$ cat src/contiguous_fit_allocator_macros.svh
// ----------------------------------------------------------------------------
// contiguous_fit_allocator_macros
// assertion helpers used by the allocator datapath
// ----------------------------------------------------------------------------
`ifndef CONTIGUOUS_FIT_ALLOCATOR_MACROS_SVH
`define CONTIGUOUS_FIT_ALLOCATOR_MACROS_SVH

// same-cycle implication
`define CFA_ASSERT_IMP(label, clk, rst_n, ante, cons) \
  label: assert property (@(posedge clk) disable iff (!rst_n) (ante) |-> (cons)) \
    else $error("cfa assertion failed");

// next-cycle implication
`define CFA_ASSERT_NXT(label, clk, rst_n, ante, cons) \
  label: assert property (@(posedge clk) disable iff (!rst_n) (ante) |=> (cons)) \
    else $error("cfa assertion failed");

`endif

$ cat src/cfa_pkg.sv
// ----------------------------------------------------------------------------
// cfa_pkg
// types and codes of the contiguous fit allocator
// ----------------------------------------------------------------------------
package cfa_pkg;

  localparam logic [2:0] FUNC_REQUEST  = 3'd0;
  localparam logic [2:0] FUNC_RELEASE  = 3'd1;
  localparam logic [2:0] FUNC_FIND     = 3'd2;
  localparam logic [2:0] FUNC_HOLES    = 3'd3;
  localparam logic [2:0] FUNC_SEGMENTS = 3'd4;

  localparam logic [3:0] KIND_ALLOC = 4'd0;
  localparam logic [3:0] KIND_FREED = 4'd1;
  localparam logic [3:0] KIND_FOUND = 4'd2;
  localparam logic [3:0] KIND_FAIL  = 4'd3;
  localparam logic [3:0] KIND_FAULT = 4'd4;
  localparam logic [3:0] KIND_HOLE  = 4'd5;
  localparam logic [3:0] KIND_SEG   = 4'd6;
  localparam logic [3:0] KIND_NONE  = 4'd7;
  localparam logic [3:0] KIND_FULL  = 4'd8;

  localparam logic [1:0] POL_BEST  = 2'd0;
  localparam logic [1:0] POL_FIRST = 2'd1;
  localparam logic [1:0] POL_NEXT  = 2'd2;
  localparam logic [1:0] POL_WORST = 2'd3;

  localparam logic CFG_REGION = 1'b0;
  localparam logic CFG_POLICY = 1'b1;

  localparam logic [30:0] REGION_RESET = 31'd1048576;

  typedef struct packed {
    logic [2:0]  func;
    logic [63:0] owner_tag;
    logic [30:0] request_length;
  } in_item_t;

  typedef struct packed {
    logic [3:0]  kind;
    logic [63:0] tag_out;
    logic [30:0] length_out;
    logic [29:0] base_out;
    logic        last;
  } out_item_t;

  typedef struct packed {
    logic load;
    logic step;
    logic finish;
  } cmd_t;

  typedef struct packed {
    logic last_step;
    logic out_free;
  } status_t;

endpackage

$ cat src/cfa_stream_if.sv
// ----------------------------------------------------------------------------
// cfa_stream_if
// valid/ready channel carrying one word
// ----------------------------------------------------------------------------
interface cfa_stream_if #(parameter type T = logic);
  logic valid;
  logic ready;
  T     data;

  modport source (output valid, output data, input ready);
  modport sink (input valid, input data, output ready);
endinterface

$ cat src/cfa_ctrl.sv
// ----------------------------------------------------------------------------
// cfa_ctrl
// command sequencer: load, table scan, finish
// ----------------------------------------------------------------------------
module cfa_ctrl (
  input  logic             clk_i,
  input  logic             rst_ni,
  input  logic             in_valid_i,
  output logic             in_ready_o,
  input  cfa_pkg::status_t status_i,
  output cfa_pkg::cmd_t    cmd_o
);

  localparam logic [1:0] S_IDLE = 2'd0;
  localparam logic [1:0] S_SCAN = 2'd1;
  localparam logic [1:0] S_FIN  = 2'd2;

  logic [1:0] state_q, state_d;

  always_comb begin
    state_d    = state_q;
    cmd_o      = '0;
    in_ready_o = 1'b0;
    unique case (state_q)
      S_IDLE: begin
        in_ready_o = 1'b1;
        if (in_valid_i) begin
          cmd_o.load = 1'b1;
          state_d    = S_SCAN;
        end
      end
      S_SCAN: begin
        if (status_i.out_free) begin
          cmd_o.step = 1'b1;
          if (status_i.last_step) state_d = S_FIN;
        end
      end
      S_FIN: begin
        if (status_i.out_free) begin
          cmd_o.finish = 1'b1;
          state_d      = S_IDLE;
        end
      end
      default: state_d = S_IDLE;
    endcase
  end

  always_ff @(posedge clk_i or negedge rst_ni) begin
    if (!rst_ni) begin
      state_q <= S_IDLE;
    end else begin
      state_q <= state_d;
    end
  end

endmodule

$ cat src/cfa_datapath.sv
// ----------------------------------------------------------------------------
// cfa_datapath, whose scan waits while the result register is full
// segment table, one-entry-per-cycle scan, placement choice, result register
// ----------------------------------------------------------------------------
`include "contiguous_fit_allocator_macros.svh"

module cfa_datapath #(
  parameter int MAX_SEGMENTS = 16,
  parameter int ADDR_BITS    = 30
) (
  input  logic                clk_i,
  input  logic                rst_ni,
  input  logic                cfg_we_i,
  input  logic                cfg_idx_i,
  input  logic [30:0]         cfg_wdata_i,
  input  cfa_pkg::in_item_t   in_data_i,
  input  cfa_pkg::cmd_t       cmd_i,
  output cfa_pkg::status_t    status_o,
  output logic                out_valid_o,
  input  logic                out_ready_i,
  output cfa_pkg::out_item_t  out_data_o
);

  localparam int KW = $clog2(MAX_SEGMENTS + 1);
  localparam int IW = $clog2(MAX_SEGMENTS);
  localparam logic [30:0] SPAN = 31'(64'd1 << ADDR_BITS);
  localparam logic [KW-1:0] MAX_CNT = KW'(MAX_SEGMENTS);

  // configuration
  logic [30:0] region_q;
  logic [1:0]  policy_q;

  // table, address ordered, valid entries packed low
  logic [63:0]          tag_tab_q  [MAX_SEGMENTS];
  logic [ADDR_BITS-1:0] base_tab_q [MAX_SEGMENTS];
  logic [30:0]          len_tab_q  [MAX_SEGMENTS];
  logic [KW-1:0]        cnt_q;
  logic [ADDR_BITS-1:0] rover_q;

  // command under work
  logic [2:0]  func_q;
  logic [63:0] tag_q;
  logic [30:0] len_q;
  logic [KW-1:0] k_q;
  logic [31:0] prev_end_q;

  // placement candidates
  logic                 have_q, any_q, after_q;
  logic [KW-1:0]        pick_k_q, any_k_q, after_k_q;
  logic [ADDR_BITS-1:0] pick_start_q, any_start_q, after_start_q;
  logic [30:0]          pick_size_q;

  // tag hit
  logic                 hit_q;
  logic [KW-1:0]        hit_k_q;
  logic [30:0]          hit_len_q;
  logic [ADDR_BITS-1:0] hit_base_q;

  // pending hole, held back until its last flag is known
  logic                 hb_v_q;
  logic [30:0]          hb_len_q;
  logic [ADDR_BITS-1:0] hb_base_q;

  logic                 ov_q;
  cfa_pkg::out_item_t   od_q;

  logic [IW-1:0] idx;
  logic          at_end, out_free, fits, after_ok, precheck_fail, match, last_step;
  logic [30:0]   lim, sz;
  logic [31:0]   rd_base, e_raw, e_cl, seg_end;
  logic [ADDR_BITS-1:0] hole_start;
  logic                 ch_have;
  logic [KW-1:0]        ch_k;
  logic [ADDR_BITS-1:0] ch_start;
  logic                 emit;
  cfa_pkg::out_item_t   emit_data;

  assign lim      = (region_q > SPAN) ? SPAN : region_q;
  assign idx      = k_q[IW-1:0];
  assign at_end   = (k_q == cnt_q);
  assign out_free = !ov_q || out_ready_i;

  assign rd_base    = 32'(base_tab_q[idx]);
  assign e_raw      = at_end ? {1'b0, lim} : rd_base;
  assign e_cl       = (e_raw > {1'b0, lim}) ? {1'b0, lim} : e_raw;
  assign sz         = (e_cl > prev_end_q) ? 31'(e_cl - prev_end_q) : 31'd0;
  assign hole_start = prev_end_q[ADDR_BITS-1:0];
  assign seg_end    = rd_base + 32'(len_tab_q[idx]);

  assign fits          = (sz != 31'd0) && (sz >= len_q);
  assign after_ok      = (prev_end_q >= 32'(rover_q));
  assign precheck_fail = (len_q == 31'd0) || (len_q > lim) || (cnt_q == MAX_CNT);
  assign match         = !at_end && (tag_tab_q[idx] == tag_q);

  always_comb begin
    unique case (func_q)
      cfa_pkg::FUNC_REQUEST:  last_step = precheck_fail || at_end;
      cfa_pkg::FUNC_RELEASE,
      cfa_pkg::FUNC_FIND:     last_step = at_end || match;
      cfa_pkg::FUNC_HOLES,
      cfa_pkg::FUNC_SEGMENTS: last_step = at_end;
      default:                last_step = 1'b1;
    endcase
  end

  assign status_o.last_step = last_step;
  assign status_o.out_free  = out_free;

  // final placement choice
  always_comb begin
    ch_have  = have_q;
    ch_k     = pick_k_q;
    ch_start = pick_start_q;
    unique case (policy_q)
      cfa_pkg::POL_FIRST: begin
        ch_have  = any_q;
        ch_k     = any_k_q;
        ch_start = any_start_q;
      end
      cfa_pkg::POL_NEXT: begin
        ch_have  = after_q || any_q;
        ch_k     = after_q ? after_k_q : any_k_q;
        ch_start = after_q ? after_start_q : any_start_q;
      end
      default: ;
    endcase
  end

  // result selection
  always_comb begin
    emit      = 1'b0;
    emit_data = '0;
    if (cmd_i.step) begin
      if (func_q == cfa_pkg::FUNC_HOLES && sz != 31'd0 && hb_v_q) begin
        emit                 = 1'b1;
        emit_data.kind       = cfa_pkg::KIND_HOLE;
        emit_data.length_out = hb_len_q;
        emit_data.base_out   = 30'(hb_base_q);
      end else if (func_q == cfa_pkg::FUNC_SEGMENTS && !at_end) begin
        emit                 = 1'b1;
        emit_data.kind       = cfa_pkg::KIND_SEG;
        emit_data.tag_out    = tag_tab_q[idx];
        emit_data.length_out = len_tab_q[idx];
        emit_data.base_out   = 30'(base_tab_q[idx]);
        emit_data.last       = (k_q + KW'(1) == cnt_q);
      end
    end else if (cmd_i.finish) begin
      emit           = 1'b1;
      emit_data.last = 1'b1;
      unique case (func_q)
        cfa_pkg::FUNC_REQUEST: begin
          emit_data.tag_out    = tag_q;
          emit_data.length_out = len_q;
          if (precheck_fail || !ch_have) begin
            emit_data.kind = cfa_pkg::KIND_FAIL;
          end else begin
            emit_data.kind     = cfa_pkg::KIND_ALLOC;
            emit_data.base_out = 30'(ch_start);
          end
        end
        cfa_pkg::FUNC_RELEASE: begin
          emit_data.tag_out = tag_q;
          if (hit_q) begin
            emit_data.kind       = cfa_pkg::KIND_FREED;
            emit_data.length_out = hit_len_q;
            emit_data.base_out   = 30'(hit_base_q);
          end else begin
            emit_data.kind = cfa_pkg::KIND_FAIL;
          end
        end
        cfa_pkg::FUNC_FIND: begin
          if (hit_q) begin
            emit_data.kind       = cfa_pkg::KIND_FOUND;
            emit_data.tag_out    = tag_q;
            emit_data.length_out = hit_len_q;
            emit_data.base_out   = 30'(hit_base_q);
          end else begin
            emit_data.kind = cfa_pkg::KIND_FAULT;
          end
        end
        cfa_pkg::FUNC_HOLES: begin
          if (hb_v_q) begin
            emit_data.kind       = cfa_pkg::KIND_HOLE;
            emit_data.length_out = hb_len_q;
            emit_data.base_out   = 30'(hb_base_q);
          end else begin
            emit_data.kind = cfa_pkg::KIND_FULL;
          end
        end
        cfa_pkg::FUNC_SEGMENTS: begin
          // segments already went out during the scan
          emit           = (cnt_q == '0);
          emit_data.kind = cfa_pkg::KIND_NONE;
        end
        default: emit_data.kind = cfa_pkg::KIND_FAULT;
      endcase
    end
  end

  assign out_valid_o = ov_q;
  assign out_data_o  = od_q;

  always_ff @(posedge clk_i) begin
    if (emit) od_q <= emit_data;
  end

  // control and scan state
  always_ff @(posedge clk_i or negedge rst_ni) begin
    if (!rst_ni) begin
      region_q <= cfa_pkg::REGION_RESET;
      policy_q <= cfa_pkg::POL_FIRST;
      cnt_q    <= '0;
      rover_q  <= '0;
      ov_q     <= 1'b0;
      k_q      <= '0;
      have_q   <= 1'b0;
      any_q    <= 1'b0;
      after_q  <= 1'b0;
      hit_q    <= 1'b0;
      hb_v_q   <= 1'b0;
    end else begin
      if (cfg_we_i) begin
        if (cfg_idx_i == cfa_pkg::CFG_REGION) region_q <= cfg_wdata_i;
        else policy_q <= cfg_wdata_i[1:0];
      end
      if (emit) ov_q <= 1'b1;
      else if (out_ready_i) ov_q <= 1'b0;

      if (cmd_i.load) begin
        k_q     <= '0;
        have_q  <= 1'b0;
        any_q   <= 1'b0;
        after_q <= 1'b0;
        hit_q   <= 1'b0;
        hb_v_q  <= 1'b0;
      end else if (cmd_i.step) begin
        k_q <= k_q + KW'(1);
        if (func_q == cfa_pkg::FUNC_REQUEST && fits) begin
          any_q <= 1'b1;
          if (!after_q && after_ok) after_q <= 1'b1;
          if (!have_q || (policy_q == cfa_pkg::POL_BEST && sz < pick_size_q) ||
              (policy_q == cfa_pkg::POL_WORST && sz > pick_size_q)) begin
            have_q <= 1'b1;
          end
        end
        if ((func_q == cfa_pkg::FUNC_RELEASE || func_q == cfa_pkg::FUNC_FIND) && match) begin
          hit_q <= 1'b1;
        end
        if (func_q == cfa_pkg::FUNC_HOLES && sz != 31'd0) hb_v_q <= 1'b1;
      end else if (cmd_i.finish) begin
        if (func_q == cfa_pkg::FUNC_REQUEST && !precheck_fail && ch_have) begin
          cnt_q   <= cnt_q + KW'(1);
          rover_q <= ch_start + ADDR_BITS'(len_q);
        end
        if (func_q == cfa_pkg::FUNC_RELEASE && hit_q) cnt_q <= cnt_q - KW'(1);
      end
    end
  end

  // payload of the scan
  always_ff @(posedge clk_i) begin
    if (cmd_i.load) begin
      func_q     <= in_data_i.func;
      tag_q      <= in_data_i.owner_tag;
      len_q      <= in_data_i.request_length;
      prev_end_q <= '0;
    end else if (cmd_i.step) begin
      prev_end_q <= seg_end;
      if (func_q == cfa_pkg::FUNC_REQUEST && fits) begin
        if (!any_q) begin
          any_k_q     <= k_q;
          any_start_q <= hole_start;
        end
        if (!after_q && after_ok) begin
          after_k_q     <= k_q;
          after_start_q <= hole_start;
        end
        if (!have_q || (policy_q == cfa_pkg::POL_BEST && sz < pick_size_q) ||
            (policy_q == cfa_pkg::POL_WORST && sz > pick_size_q)) begin
          pick_k_q     <= k_q;
          pick_start_q <= hole_start;
          pick_size_q  <= sz;
        end
      end
      if (match) begin
        hit_k_q    <= k_q;
        hit_len_q  <= len_tab_q[idx];
        hit_base_q <= base_tab_q[idx];
      end
      if (sz != 31'd0) begin
        hb_len_q  <= sz;
        hb_base_q <= hole_start;
      end
    end
  end

  // table insert and delete, each entry moves only from a neighbor
  always_ff @(posedge clk_i) begin
    if (cmd_i.finish && func_q == cfa_pkg::FUNC_REQUEST && !precheck_fail && ch_have) begin
      for (int j = 0; j < MAX_SEGMENTS; j++) begin
        if (KW'(j) == ch_k) begin
          tag_tab_q[j]  <= tag_q;
          base_tab_q[j] <= ch_start;
          len_tab_q[j]  <= len_q;
        end else if (j > 0 && KW'(j) > ch_k && KW'(j) <= cnt_q) begin
          tag_tab_q[j]  <= tag_tab_q[(j > 0) ? j - 1 : 0];
          base_tab_q[j] <= base_tab_q[(j > 0) ? j - 1 : 0];
          len_tab_q[j]  <= len_tab_q[(j > 0) ? j - 1 : 0];
        end
      end
    end else if (cmd_i.finish && func_q == cfa_pkg::FUNC_RELEASE && hit_q) begin
      for (int j = 0; j < MAX_SEGMENTS - 1; j++) begin
        if (KW'(j) >= hit_k_q && KW'(j + 1) < cnt_q) begin
          tag_tab_q[j]  <= tag_tab_q[j + 1];
          base_tab_q[j] <= base_tab_q[j + 1];
          len_tab_q[j]  <= len_tab_q[j + 1];
        end
      end
    end
  end

  `CFA_ASSERT_IMP(a_no_overwrite, clk_i, rst_ni, emit, out_free)
  `CFA_ASSERT_IMP(a_cnt_range, clk_i, rst_ni, 1'b1, cnt_q <= MAX_CNT)
  `CFA_ASSERT_NXT(a_release_shrinks, clk_i, rst_ni,
    cmd_i.finish && func_q == cfa_pkg::FUNC_RELEASE && hit_q,
    cnt_q == $past(cnt_q) - KW'(1))

endmodule

$ cat src/contiguous_fit_allocator.sv
// ----------------------------------------------------------------------------
// contiguous_fit_allocator
// segment allocator with best, first, next and worst fit placement
// ----------------------------------------------------------------------------
//  port        dir   word
//  in_i        in    func, owner_tag, request_length
//  out_o       out   kind, tag_out, length_out, base_out, last
//  cfg_*       in    region_size (index 0), fit_policy (index 1)
//
//  a command runs load, then n + 1 scan steps of the table read port for n
//  stored segments, then finish, fewer steps when a tag match stops early
//  a request that fails its length or table-full check, or an unknown func,
//  runs load, one step and finish
//  reset clears table count and rover, resets configuration at once, no sweep
//  the scan and finish steps wait while the result register is full
// ----------------------------------------------------------------------------
module contiguous_fit_allocator #(
  parameter int MAX_SEGMENTS = 16,
  parameter int ADDR_BITS    = 30
) (
  input  logic         clk_i,
  input  logic         rst_ni,
  input  logic         cfg_we_i,
  input  logic         cfg_idx_i,
  input  logic [30:0]  cfg_wdata_i,
  cfa_stream_if.sink   in_i,
  cfa_stream_if.source out_o
);

  cfa_pkg::cmd_t    cmd;
  cfa_pkg::status_t status;

  cfa_ctrl u_ctrl (
    .clk_i      (clk_i),
    .rst_ni     (rst_ni),
    .in_valid_i (in_i.valid),
    .in_ready_o (in_i.ready),
    .status_i   (status),
    .cmd_o      (cmd)
  );

  cfa_datapath #(
    .MAX_SEGMENTS (MAX_SEGMENTS),
    .ADDR_BITS    (ADDR_BITS)
  ) u_datapath (
    .clk_i       (clk_i),
    .rst_ni      (rst_ni),
    .cfg_we_i    (cfg_we_i),
    .cfg_idx_i   (cfg_idx_i),
    .cfg_wdata_i (cfg_wdata_i),
    .in_data_i   (in_i.data),
    .cmd_i       (cmd),
    .status_o    (status),
    .out_valid_o (out_o.valid),
    .out_ready_i (out_o.ready),
    .out_data_o  (out_o.data)
  );

endmodule
$ cat src/flat_wrapper.sv
// flat-port wrapper written by rule: the top's interface ports become plain ports
module contiguous_fit_allocator_flat 
#(
  parameter int MAX_SEGMENTS = 16,
  parameter int ADDR_BITS    = 30
)
  (clk_i, rst_ni, cfg_we_i, cfg_idx_i, cfg_wdata_i, in_i_valid, in_i_data, in_i_ready, out_o_valid, out_o_data, out_o_ready);
  cfa_stream_if in_i_i ();
  cfa_stream_if out_o_i ();
  input  logic clk_i;
  input  logic rst_ni;
  input  logic cfg_we_i;
  input  logic cfg_idx_i;
  input  logic [30:0] cfg_wdata_i;
  input wire logic [$bits(in_i_i.valid)-1:0] in_i_valid;
  input wire logic [$bits(in_i_i.data)-1:0] in_i_data;
  output wire logic [$bits(in_i_i.ready)-1:0] in_i_ready;
  output wire logic [$bits(out_o_i.valid)-1:0] out_o_valid;
  output wire logic [$bits(out_o_i.data)-1:0] out_o_data;
  input wire logic [$bits(out_o_i.ready)-1:0] out_o_ready;
  assign in_i_i.valid = in_i_valid;
  assign in_i_i.data = in_i_data;
  assign in_i_ready = in_i_i.ready;
  assign out_o_valid = out_o_i.valid;
  assign out_o_data = out_o_i.data;
  assign out_o_i.ready = out_o_ready;
  contiguous_fit_allocator #(.MAX_SEGMENTS(MAX_SEGMENTS), .ADDR_BITS(ADDR_BITS)) u_core (.clk_i(clk_i), .rst_ni(rst_ni), .cfg_we_i(cfg_we_i), .cfg_idx_i(cfg_idx_i), .cfg_wdata_i(cfg_wdata_i), .in_i(in_i_i), .out_o(out_o_i));
endmodule
$ cat config.mk
export PLATFORM = sky130hd
export DESIGN_NAME = contiguous_fit_allocator_flat
export DESIGN_NICKNAME = d
export VERILOG_FILES = /design/src/cfa_pkg.sv /design/src/cfa_stream_if.sv /design/src/cfa_ctrl.sv /design/src/cfa_datapath.sv /design/src/contiguous_fit_allocator.sv /design/src/flat_wrapper.sv
export VERILOG_INCLUDE_DIRS = /design/src /design/src/src
export SDC_FILE = /design/constraint.sdc
export NUM_CORES = 2
export LEC_CHECK = 0
export BUFFER_PORTS_ARGS = -buffer_cell sky130_fd_sc_hd__buf_2
export CELL_PAD_IN_SITES_DETAIL_PLACEMENT = 1
export CELL_PAD_IN_SITES_GLOBAL_PLACEMENT = 1
export CORE_MARGIN = 4
export CORE_UTILIZATION = 48
export CTS_CLUSTER_SIZE = 24
export DETAILED_ROUTE_END_ITERATION = 7
export GPL_TIMING_DRIVEN = 0
export PLACE_DENSITY = 0.82
export REMOVE_ABC_BUFFERS = 1
export SYNTH_ARGS = -nofsm -noshare
export SYNTH_HDL_FRONTEND = slang
export SYNTH_SLANG_ARGS = --single-unit
$ cat constraint.sdc
create_clock -name clk_i -period 11.9 [get_ports clk_i]
set_clock_uncertainty 0.15 [all_clocks]
set_input_delay 1.785 -clock clk_i [delete_from_list [all_inputs] [get_ports clk_i]]
set_output_delay 1.785 -clock clk_i [all_outputs]
set_load 0.005 [all_outputs]
==> flow_summary_export.csv <==
group,metric,value,unit
clock_network,cts_max_level,3,
drt,wl_per_cell,31.5,µm
pwr,powerDensity,328,nW/µm²
die,start_util,48.3,%
critical_path,timing_worst_setup_path_type,"reg -> reg",
drt,drt-total-wl,146000,µm
timing,layout_min_cycle_time,11390,ps
final_layout,drive_above_1_share,18.9,%
timing,fmax,0.0878,GHz
drt,vias_per_cell,6.79,
die,die_w,298,µm
final_layout,area_delta_synth_final,13.7,%
final_layout,fin_area,45900,µm²
drt,first_iter_violations,4211,
synthesis,synth_top_family_by_area,"multiplexers",
synthesis,synth_xor_area_share,1.82,%
critical_path,cp-start-kind,"flop",
drt,dr.pass1.iters,6,
synthesis,ys_ff_latch,744,
synthesis,async_flop_share,10.6,%
timing,worst_slack,509,ps
synthesis,netlist_area,40400,µm²
global_routing,grt.total_usage,32.2,%
pwr,irDropWorstVdd,0.000301,V
clock_network,cts_buffers,82,
timing,finalHoldViolCount,0,
global_routing,antenna_found_initial,0,
timing,rsz0062_at_grt,"no",
final_layout,utilization,55.0,%
drt,drc,0,
synthesis,synthMuxAreaShare,13.4,%
critical_path,slowest_delay,1090,ps
die,ios,41,
timing,worst_pin_slew,1350,ps
global_routing,grt.overflow.total,0,
clock_network,clockRootBuffer,"clkbuf_16",
synthesis,synth_compound_area_share,11.8,%
drt,vias,31474,
global_routing,grt_max_degree,52,
place,dp.cells,4472,
run_status,status,"complete, no violations",
final_layout,final_nets,3662,
synthesis,synth-edff-count,634,
synthesis,netlist_top_cells_area,"edfxtp_1 (47%), mux4_2 (7.4%), o21ai_0 (5.3%), nand2_1 (4.9%), dfrtp_1 (4.8%)",
final_layout,layout_commonest_cell,"edfxtp_1",
final_layout,mostFrequentLayoutCells,"edfxtp_1 (634), nand2_1 (522), o21ai_0 (429)",
synthesis,yosysUniqueCellTypes,99,
place,dp_hpwl,98900,µm
die,fp-row-count,106,
synthesis,synth_top_cell_by_area,"edfxtp_1",
critical_path,cp_data_required_time,12070,ps
clock_network,clkTransAtPathRegs,60,ps
critical_path,critical_path.top_delay_family,"simple AND/OR/NAND/NOR gates",
pwr,cellLeakagePower,0.0160,µW
critical_path,critical_path_buf_inv_count,5,
drt,detail-route-antenna-nets,0,
clock_network,cts_sinks,744,
timing,maxSlewViolCount,0,
critical_path,arrival,11560,ps
synthesis,ys_seq_area_share,53.6,%
global_routing,grt_pass1_wl,216000,µm
synthesis,ys_warn_count,0,
die,die_h,298,µm
clock_network,cts_buffer_depth,3,
die,coreArea,83600,µm²
timing,timing.hold.ws,369,ps
run,max-cap-violations,0,
min_path,hold_path.class,"reg -> reg",
place,dpl_cell_area,43200,µm²
critical_path,crit_fanout,51,
critical_path,end_kind,"flop",
place,place_congestion,0.863,
final_layout,diodes,0,
synthesis,synth_flop_cell,"edfxtp_1",
timing,fin_crit_sh,95.7,%
synthesis,syn_inst,3471,
final_layout,stdcell_count,4634,
die,dieArea,88900,µm²
timing,slew_headroom,9.26,%
place,place_ws,-401,ps
timing,finalSetupViolCount,0,
clock_network,cts_tree,"yes",
critical_path,crit_slowest_cell,"inv_2",
synthesis,synth.avg_cell_area,11.6,µm²
synthesis,synthAdderAreaFrac,4.23,%
place,place.port_buffers,40,
global_routing,grt_pass1_vias,33485,
clock_network,clock_latency,670,ps
synthesis,synth.top_cell.area_share,47.1,%
synthesis,yosys.area_share.simple,10.8,%
[cells in the mapped netlist (28+ instances only)]
| master | n |
|---|---|
| xor2_1 | 31 |
| o21a_1 | 42 |
| mux2i_1 | 73 |
| nand4_1 | 39 |
| dfrtp_1 | 77 |
| a21oi_1 | 107 |
| clkbuf_1 | 141 |
| buf_2 | 53 |
| mux4_2 | 133 |
| a21o_1 | 41 |
| xnor2_1 | 53 |
| edfxtp_1 | 634 |
| ha_1 | 135 |
| o21ai_1 | 35 |
| inv_1 | 158 |
| nor2b_1 | 30 |
| o21ai_0 | 429 |
| mux2_2 | 142 |
| nand3_1 | 28 |
| nand2_1 | 522 |
| nor2_1 | 135 |
| dfxtp_1 | 31 |
[through the flow]
step           setup TNS (ps)  power [µW]
2_1_floorplan         -518560        9500
3_3_place_gp         -2712480       11600
3_5_place_dp           -23660       12100
4_1_cts                     0       14800
5_1_grt                     0       15900
6_report                    0       15100
[power by group]
group          internal [µW]  leakage (µW)  switching, µW
Sequential              3710       0.00697            340
Combinational           3180       0.00773           5220
Clock                   1460       0.00129           1140
Total                   8350        0.0160           6700
[kinds of logic after synthesis]
group,Yosys count
xor+xnor,84
compound gates,807
flops,744
fa+ha+maj,136
simple gates,940
buf+inv,405
mux,355
[metal layers]
metal  routed length (µm)  global-route usage [%]  up-vias  share of wire (%)
met5                    0                       0        -                  0
met4                10400                    20.0        0                7.1
met3                14200                    6.63      659                9.7
met2                69700                    53.7     2127                 48
met1                51700                    38.3    15835                 35
li1                     -                       -    12853                  -
[area by class of cell]
| class | count | area (µm²) |
|---|---|---|
| fill | 8452 | 37600 |
| sequential | 744 | 21700 |
| multi-input combinational | 2322 | 17400 |
| timing repair buffer | 163 | 2260 |
| clock buffer | 108 | 2240 |
| tap | 1080 | 1350 |
| inverter | 175 | 662 |
| clock inverter | 42 | 394 |
[what timing repair did]
item                                    4_1_cts  5_1_grt
gates resized for setup                       3        2
hold buffers                                  0        0
endpoints found under the setup margin       85       90
pin swaps                                     0        1
setup buffers                                 0       11
[worst paths after layout]
path	cells past startpoint	from	end	slack (ps)
min in group asynchronous	1	rst_ni	u_core.u_datapath.cnt_q[2]	990
max reg2reg	34	u_core.u_datapath.k_q[3]	u_core.u_datapath.pick_start_q[7]	510
max in group asynchronous	2	rst_ni	u_core.u_datapath.region_q[20]	9870
max	34	u_core.u_datapath.k_q[3]	u_core.u_datapath.pick_start_q[7]	510
min reg2reg	1	u_core.u_ctrl.state_q[1]	u_core.u_ctrl.state_q[1]	370
min	1	u_core.u_ctrl.state_q[1]	u_core.u_ctrl.state_q[1]	370
[flip-flops by register name (all words and copies together), names as in the netlist, 16 cells and up]
signal and cells:
u_core.u_datapath.len_tab_q 16, u_core.u_datapath.after_start_q 30, u_core.u_datapath.base_tab_q 480, u_core.u_datapath.pick_start_q 30, u_core.u_datapath.prev_end_q 31, u_core.u_datapath.pick_size_q 31
u_core.u_datapath.region_q 31, u_core.u_datapath.rover_q 30, u_core.u_datapath.any_start_q 30
Note: power is estimated with default switching activity, not from simulation.
